## config.mk

```make
export PLATFORM = sky130hd
export DESIGN_NAME = serial_bank_switch_mapper
export DESIGN_NICKNAME = d
export VERILOG_FILES = /design/src/sv/sbsm_pkg.sv /design/src/sv/serial_bank_switch_mapper.sv /design/src/sv/sbsm_in_stage.sv /design/src/sv/sbsm_core.sv
export SDC_FILE = /design/constraint.sdc
export NUM_CORES = 1
export LEC_CHECK = 0
export BUFFER_PORTS_ARGS = -buffer_cell sky130_fd_sc_hd__buf_2
export CORE_MARGIN = 2
export CORE_UTILIZATION = 23
export CTS_CLUSTER_DIAMETER = 80
export DETAILED_ROUTE_END_ITERATION = 12
export GPL_ROUTABILITY_DRIVEN = 0
export HOLD_SLACK_MARGIN = 0.08
export PLACE_DENSITY = 0.35
export SYNTH_ARGS = -nofsm -noshare
export SYNTH_HDL_FRONTEND = slang
export SYNTH_HIERARCHICAL = 1
export SYNTH_SLANG_ARGS = --single-unit
```

## constraint.sdc

```tcl
create_clock -name clk_i -period 2.85 [get_ports clk_i]
set_input_delay 0.7125 -clock clk_i [delete_from_list [all_inputs] [get_ports clk_i]]
set_output_delay 0.7125 -clock clk_i [all_outputs]
set_load 0.02 [all_outputs]
```

## src/sv/sbsm_pkg.sv

```systemverilog
package sbsm_pkg;

  // top bank of the PRG space, fixed into the high window in fixed-high mode
  localparam logic [3:0] LastPrgBank = 4'd15;

  // shift count at which the next serial bit completes a register load
  localparam logic [2:0] ShiftLast = 3'd4;

  // target register picked by address bits 14:13 on a completed load
  typedef enum logic [1:0] {
    TGT_CTRL = 2'd0,
    TGT_CHR0 = 2'd1,
    TGT_CHR1 = 2'd2,
    TGT_PRG  = 2'd3
  } tgt_sel_e;

  // mapping state reported with every transaction
  typedef struct packed {
    logic [3:0] low_window_bank;
    logic [4:0] high_window_bank;
    logic [1:0] mirror_mode;
    logic       chr_mode_bit;
    logic [4:0] chr_low_bank;
    logic [4:0] chr_high_bank;
    logic       ram_disable_bit;
  } result_t;

  // one cpu write held in the input register
  typedef struct packed {
    logic [15:0] address;
    logic [7:0]  data_byte;
  } wr_t;

endpackage

```

## src/sv/serial_bank_switch_mapper.sv

```systemverilog
// serial bank-switch cartridge mapper
// input channel: in_valid_i / in_stall_o carry one cpu write transaction
//   (address_i, data_byte_i); data bit 7 resets the serial loader, otherwise
//   bit 0 is shifted in lsb first and every fifth bit loads the register
//   picked by address bits 14:13 (writes below 0x8000 load nothing)
// output channel: out_valid_o / out_stall_i carry one transaction per input
//   transaction with the mapping as it stands after that write
// path: a transaction accepted into the input stage is registered there and
//   moves on to the output register once that register is free or draining,
//   where its result is then presented to the receiver
// throughput: one transaction per cycle while out_stall_i is low; the update
//   is a 5-bit shift, a register select and a small window mux between the
//   two register stages
// stall: when the receiver stalls, the result stays in the output register,
//   the pending write waits in the input register and in_stall_o rises only
//   once both stages are full
// reset: both channels go empty, the loader is cleared, both prg mode bits
//   are set, windows read low bank 0 and high bank 1
module serial_bank_switch_mapper
  import sbsm_pkg::*;
(
  input  logic        clk_i,
  input  logic        rst_ni,
  input  logic        in_valid_i,
  output logic        in_stall_o,
  input  logic [15:0] address_i,
  input  logic [7:0]  data_byte_i,
  output logic        out_valid_o,
  input  logic        out_stall_i,
  output logic [3:0]  low_window_bank_o,
  output logic [4:0]  high_window_bank_o,
  output logic [1:0]  mirror_mode_o,
  output logic        chr_mode_bit_o,
  output logic [4:0]  chr_low_bank_o,
  output logic [4:0]  chr_high_bank_o,
  output logic        ram_disable_bit_o
);

  logic    s1_valid;
  wr_t     s1_wr;
  logic    advance;
  result_t core_res;

  logic    out_valid_q, out_valid_d;
  result_t out_res_q;

  // the held write moves on when the output register is free or draining
  assign advance = s1_valid & (~out_valid_q | ~out_stall_i);

  sbsm_in_stage u_in_stage (
    .clk_i       (clk_i),
    .rst_ni      (rst_ni),
    .in_valid_i  (in_valid_i),
    .in_stall_o  (in_stall_o),
    .address_i   (address_i),
    .data_byte_i (data_byte_i),
    .advance_i   (advance),
    .valid_o     (s1_valid),
    .wr_o        (s1_wr)
  );

  // mapper state commits exactly when its result enters the output register
  sbsm_core u_core (
    .clk_i    (clk_i),
    .rst_ni   (rst_ni),
    .step_i   (advance),
    .wr_i     (s1_wr),
    .result_o (core_res)
  );

  always_comb begin
    out_valid_d = out_valid_q;
    if (advance) begin
      out_valid_d = 1'b1;
    end else if (!out_stall_i) begin
      out_valid_d = 1'b0;
    end
  end

  always_ff @(posedge clk_i or negedge rst_ni) begin
    if (!rst_ni) begin
      out_valid_q <= 1'b0;
    end else begin
      out_valid_q <= out_valid_d;
    end
  end

  // result payload, loaded only with a new transaction
  always_ff @(posedge clk_i) begin
    if (advance) begin
      out_res_q <= core_res;
    end
  end

  assign out_valid_o        = out_valid_q;
  assign low_window_bank_o  = out_res_q.low_window_bank;
  assign high_window_bank_o = out_res_q.high_window_bank;
  assign mirror_mode_o      = out_res_q.mirror_mode;
  assign chr_mode_bit_o     = out_res_q.chr_mode_bit;
  assign chr_low_bank_o     = out_res_q.chr_low_bank;
  assign chr_high_bank_o    = out_res_q.chr_high_bank;
  assign ram_disable_bit_o  = out_res_q.ram_disable_bit;

endmodule

```

## src/sv/sbsm_in_stage.sv

```systemverilog
module sbsm_in_stage
  import sbsm_pkg::*;
(
  input  logic        clk_i,
  input  logic        rst_ni,
  input  logic        in_valid_i,
  output logic        in_stall_o,
  input  logic [15:0] address_i,
  input  logic [7:0]  data_byte_i,
  input  logic        advance_i,
  output logic        valid_o,
  output wr_t         wr_o
);

  logic valid_q, valid_d;
  wr_t  wr_q;
  logic accept;

  // stall only while holding a write that cannot move on
  assign in_stall_o = valid_q & ~advance_i;
  assign accept     = in_valid_i & ~in_stall_o;

  always_comb begin
    valid_d = valid_q;
    if (accept) begin
      valid_d = 1'b1;
    end else if (advance_i) begin
      valid_d = 1'b0;
    end
  end

  always_ff @(posedge clk_i or negedge rst_ni) begin
    if (!rst_ni) begin
      valid_q <= 1'b0;
    end else begin
      valid_q <= valid_d;
    end
  end

  always_ff @(posedge clk_i) begin
    if (accept) begin
      wr_q <= '{address: address_i, data_byte: data_byte_i};
    end
  end

  assign valid_o = valid_q;
  assign wr_o    = wr_q;

endmodule

```

## src/sv/sbsm_core.sv

```systemverilog
module sbsm_core
  import sbsm_pkg::*;
(
  input  logic    clk_i,
  input  logic    rst_ni,
  input  logic    step_i,
  input  wr_t     wr_i,
  output result_t result_o
);

  logic [4:0] shift_bits_q, shift_bits_d;
  logic [2:0] shift_count_q, shift_count_d;
  logic       switch_mode_q, switch_mode_d;
  logic       fixed_sel_q, fixed_sel_d;
  logic       chr_mode_q, chr_mode_d;
  logic [1:0] mirror_q, mirror_d;
  logic [3:0] prg_bank_q, prg_bank_d;
  logic [4:0] chr_zero_q, chr_zero_d;
  logic [4:0] chr_one_q, chr_one_d;
  logic       ram_dis_q, ram_dis_d;
  logic [3:0] low_win_q, low_win_d;
  logic [4:0] high_win_q, high_win_d;

  logic [4:0] shifted;
  logic       recompute;
  tgt_sel_e   tgt;

  assign shifted = shift_bits_q | ({4'b0, wr_i.data_byte[0]} << shift_count_q);
  assign tgt     = tgt_sel_e'(wr_i.address[14:13]);

  always_comb begin
    shift_bits_d  = shift_bits_q;
    shift_count_d = shift_count_q;
    switch_mode_d = switch_mode_q;
    fixed_sel_d   = fixed_sel_q;
    chr_mode_d    = chr_mode_q;
    mirror_d      = mirror_q;
    prg_bank_d    = prg_bank_q;
    chr_zero_d    = chr_zero_q;
    chr_one_d     = chr_one_q;
    ram_dis_d     = ram_dis_q;
    recompute     = 1'b0;

    if (wr_i.data_byte[7]) begin
      // reset write: windows are left alone
      shift_bits_d  = '0;
      shift_count_d = '0;
      switch_mode_d = 1'b1;
      fixed_sel_d   = 1'b1;
    end else if (shift_count_q == ShiftLast) begin
      shift_bits_d  = '0;
      shift_count_d = '0;
      if (wr_i.address[15]) begin
        case (tgt)
          TGT_CTRL: begin
            chr_mode_d    = shifted[4];
            switch_mode_d = shifted[3];
            fixed_sel_d   = shifted[2];
            mirror_d      = shifted[1:0];
            recompute     = 1'b1;
          end
          TGT_CHR0: chr_zero_d = shifted;
          TGT_CHR1: chr_one_d  = shifted;
          TGT_PRG: begin
            ram_dis_d  = shifted[4];
            prg_bank_d = shifted[3:0];
            recompute  = 1'b1;
          end
          default: ;
        endcase
      end
    end else begin
      shift_bits_d  = shifted;
      shift_count_d = shift_count_q + 3'd1;
    end
  end

  // window mux from the updated mode and bank
  always_comb begin
    low_win_d  = low_win_q;
    high_win_d = high_win_q;
    if (recompute) begin
      if (!switch_mode_d) begin
        low_win_d  = prg_bank_d;
        high_win_d = {1'b0, prg_bank_d} + 5'd1;
      end else if (!fixed_sel_d) begin
        low_win_d  = '0;
        high_win_d = {1'b0, prg_bank_d};
      end else begin
        low_win_d  = prg_bank_d;
        high_win_d = {1'b0, LastPrgBank};
      end
    end
  end

  always_ff @(posedge clk_i or negedge rst_ni) begin
    if (!rst_ni) begin
      shift_bits_q  <= '0;
      shift_count_q <= '0;
      switch_mode_q <= 1'b1;
      fixed_sel_q   <= 1'b1;
      chr_mode_q    <= 1'b0;
      mirror_q      <= '0;
      prg_bank_q    <= '0;
      chr_zero_q    <= '0;
      chr_one_q     <= '0;
      ram_dis_q     <= 1'b0;
      low_win_q     <= '0;
      high_win_q    <= 5'd1;
    end else if (step_i) begin
      shift_bits_q  <= shift_bits_d;
      shift_count_q <= shift_count_d;
      switch_mode_q <= switch_mode_d;
      fixed_sel_q   <= fixed_sel_d;
      chr_mode_q    <= chr_mode_d;
      mirror_q      <= mirror_d;
      prg_bank_q    <= prg_bank_d;
      chr_zero_q    <= chr_zero_d;
      chr_one_q     <= chr_one_d;
      ram_dis_q     <= ram_dis_d;
      low_win_q     <= low_win_d;
      high_win_q    <= high_win_d;
    end
  end

  assign result_o = '{
    low_window_bank:  low_win_d,
    high_window_bank: high_win_d,
    mirror_mode:      mirror_d,
    chr_mode_bit:     chr_mode_d,
    chr_low_bank:     chr_zero_d,
    chr_high_bank:    chr_one_d,
    ram_disable_bit:  ram_dis_d
  };

endmodule
```

Yosys cells after proc, flatten, opt, wreduce, memory -nomap -nowiden
Index checks and enable logic that the tools add are counted.

Add/subtract/negate cells: 2. Equal/unequal tests: 5. Shift operators: 1. Mux-type cells: 50. Bitwise operators: 9. Reduce and logical (&&, ||, !) cells: 3.

Operators with widths (count): two-way mux 5 bit (12); two-way mux 4 bit (8); two-way mux 1 bit (24); two-way mux 2 bit (4); two-way mux 3 bit (2); adder 4 x 1 -> 5 bit, second input constant (1); OR 5 bit (1); << shifter 1 x 3 -> 5 bit (1); equality test 2 bit, second input constant (2); NOT 1 bit (4); adder 3 x 1 -> 3 bit, second input constant (1); AND 1 bit (3); equality test 3 bit, second input constant (1); equality test 2 x 1 -> 1 bit, second input constant (1); zero test 2 bit (1); inequality test 2 x 1 -> 1 bit, second input constant (1); nonzero test 2 bit (1); OR reduction 2 bit (1); OR 1 bit (1).

Flip-flop bits (word level): 86. Input bits: 28. Output and inout port bits: 25. Logic and storage cells: 93.

Depth between registers and ports, before layout
Depth after elaboration: 9. Depth in mapped cells: 11. Mapped depth without buffers: 10.

Hierarchy
Netlist, hierarchy kept.

Modules (own cells, without submodules): sbsm_core (instances 1, cells an instance 234, area an instance 2145.8 µm², sequential area each 929.6 µm²); sbsm_in_stage (instances 1, cells an instance 29, area an instance 778.2 µm², sequential area each 745.7 µm²); serial_bank_switch_mapper (instances 1, cells an instance 26, area an instance 734.5 µm², sequential area each 715.7 µm²).

Worst setup path before layout
No wires, ideal clock.

Path kind: input to register. Start: input out_stall_i. End: register u_core.prg_bank_q[0]. Setup time: 0.125 ns. Arrival time: 2.472 ns. Required time: 2.725 ns. Slack: 0.253 ns. Cell stages on the path: 4. Buffers on the path: 2. Path through: a21boi_2 > clkbuf_1 > clkbuf_1 > mux2_2.

Word-level cells in the longest chain between the ends: 3.

RTL lines: from (decl) (RTL line serial_bank_switch_mapper.sv:29) `input logic out_stall_i,`; NOT 1 bit (RTL line serial_bank_switch_mapper.sv:48) `assign advance = s1_valid & (~out_valid_q | ~out_stall_i);`; OR 1 bit (RTL line serial_bank_switch_mapper.sv:48); AND 1 bit (RTL line serial_bank_switch_mapper.sv:48); to (signal assigned) (RTL line sbsm_core.sv:117) `prg_bank_q <= prg_bank_d;`; to (decl) (RTL line sbsm_core.sv:17) `logic [3:0] prg_bank_q, prg_bank_d;`.

No other way between the ends. A chain may end at the register's enable or synchronous reset.

==> flow_summary.toml <==
[global_route]
gr-usage-met2_pct = 16.1
antenna_found_initial = 0
track_usage_pct = 10.6
grt.busiest_layer = "met2"
grt_pass1_wl_mm = 11.8
use_met3_pct = 2.57
grt_pass1_vias = 2167
grt_max_degree = 53
grt.overflow.total = 0
grt_use_met1_pct = 14.8

[power]
p_comb_share_pct = 20.7
power.internal_uw = 2080
pwr-share-seq_pct = 42.7
max-vdd-ir-drop_v = 0.000255
netSwitchingFraction_pct = 29.5
p_per_area_nw_per_um2 = 777
power.switching_uw = 871
power.share.clock_pct = 36.6
cellLeakagePower_uw = 0.00157

[timing]
tns_ns = 0
timing.hold.ws_ns = 0.473
fin_skew_ns = 0.00767
layout_setup_ws_ns = 0.250
slew_headroom_pct = 38.0
drv_slew = 0
finalCritPeriodShare_pct = 91.2
setup-violations-final = 0
fmax_mhz = 385
period_needed_ns = 2.60
worst_pin_slew_ns = 0.931
rsz0062_at_grt = "no"
final_hold_viol_count = 0

[floorplanning]
dieArea_sq_um = 14400
rows = 42
start_util_pct = 23.4
fp.dieH_um = 120
core_sq_um = 13200
pin_count = 53
die_w_um = 120

[critical_path]
reg2reg_depth = 10
r2r_slack_ns = 0.25
reg2reg_to = "high_window_bank_o[1]"
path_max_fanout = 8
r2r_start = "u_core/shift_count_q[0]"
start_kind = "flip-flop"
critPathLaunch = "u_core/shift_count_q[0]"
path_class = "reg -> reg"
cp_data_required_time_ns = 2.93
arrival_ns = 2.68
endpoint = "high_window_bank_o[1]"
critPathCaptureType = "flip-flop"

[clock_network]
cts_setup_buffers = 0
post_cts_resized = 0
cts.path.max_buffers = 2
ctsHoldBuffers = 0
cts.root.buffer_cell = "clkbuf_16"
cts_sinks = 67
path_clk_slew_ns = 0.06
cts_made_buffers = 9
worstSkewPairLatency_ns = 0.33
cts_tree = "yes"
h-tree-depth = 3

[run_status]
status = "completed"

[finish]
layout.nets = 350
drive_gt1_share_pct = 26.6
areaGrowthSynthToFinish_pct = 23.1
antenna_cells = 0
final_util_pct = 28.8
stdcell_area_sq_um = 3800

[synthesis]
yosysWarnings = 6
netlist_area_sq_um = 3090
synthCells = 270
syn-num-nets = 305
syn_area_per_cell_sq_um = 11.4

[routing]
drt-initial-drc-count = 164
drtAntennaViolNets = 0
vias_per_cell = 4.27
post-route-drc-count = 0
wl_mm = 7.09
vias = 2116
wl_per_cell_um = 14.3
firstDrtPassIters = 4

[placed_design]
pre_cts_ws_ns = 0.289
numPortBuffers = 33
dp_hpwl_mm = 4.73
place_area_sq_um = 3510

[job]
cap_violations = 0

[worst_hold_path]
min_path_type = "reg -> reg"
==> critical path, cell delays in order, from the launching register on <==
cell	delay, ns
dfrtp_1	0.50
inv_1	0.13
ha_1	0.25
and4b_1	0.26
a21oi_1	0.15
a31o_1	0.21
inv_1	0.09
ha_1	0.28
nor2b_1	0.11
a21oi_1	0.07
mux2_2	0.28
==> how the worst min path moves through the flow <==
stage,cells past startpoint,slack (ns),start,to
3_5_place_dp,2,0.46,u_core/low_win_q[0],u_core/low_win_q[0]
6_report,2,0.47,u_core/low_win_q[0],u_core/low_win_q[0]
5_1_grt,2,0.50,u_core/chr_zero_q[1],u_core/chr_zero_q[1]
3_3_place_gp,2,0.46,u_core/chr_zero_q[1],u_core/chr_zero_q[1]
4_1_cts,2,0.48,u_core/low_win_q[0],u_core/low_win_q[0]
2_1_floorplan,0,0.42,rst_ni,out_valid_o
==> power groups by stage <==
stage | Clock [uW] | Combinational [uW] | Sequential, uW
4_1_cts | 1110 | 624 | 1260
3_5_place_dp | 0 | 621 | 1280
3_3_place_gp | 0 | 617 | 1280
6_report | 1080 | 611 | 1260
2_1_floorplan | 0 | 365 | 1310
5_1_grt | 1150 | 684 | 1280
==> registers in the layout (all words and copies together), names as in the netlist, 2 cells and up <==
name	cells
chr_low_bank_o	5
mirror_mode_o	2
u_core/chr_one_q	5
low_window_bank_o	4
u_core/shift_count_q	3
u_core/mirror_q	2
u_core/shift_bits_q	5
u_core/chr_zero_q	5
u_core/high_win_q	5
u_core/low_win_q	4
u_core/prg_bank_q	4
high_window_bank_o	5
u_in_stage/wr_o	5
chr_high_bank_o	5
==> layout by cell type, fill, tap and decap left out, drive strengths merged, types with 3 or more instances in the layout <==
cell type and instances:
ha 7, nor2 9, clkinv 4, nand3 7
dfstp 3, a21oi 11, nand2 50, edfxtp 28
inv 9, clkbuf 10, nor2b 3, o21ai 34
a31oi 6, mux2 11, nand2b 6, dfrtp 36
o31ai 7, buf 45
==> through the flow <==
stage	total power, uW	std cells
global route	3120	496
CTS	3000	496
global placement	1890	480
floorplan	1680	270
detailed placement	1900	480
finish	2950	496
==> per-layer routing <==
layer | vias to the layer above | part of all wire, %
met1 | 996 | 52
met4 | 0 | 1.7
met2 | 39 | 44
met3 | 12 | 3.1
met5 | - | 0
li1 | 1069 | -
==> cell type report <==
cell class                 count  area, sq um
fill                        1378         9390
sequential                    67         1820
multi-input combinational    183         1170
timing repair buffer          45          268
clock buffer                  10          229
tap                          176          220
clock inverter                 6         56.3
inverter                       9         33.8
Note: power is estimated with default switching activity, not from simulation.
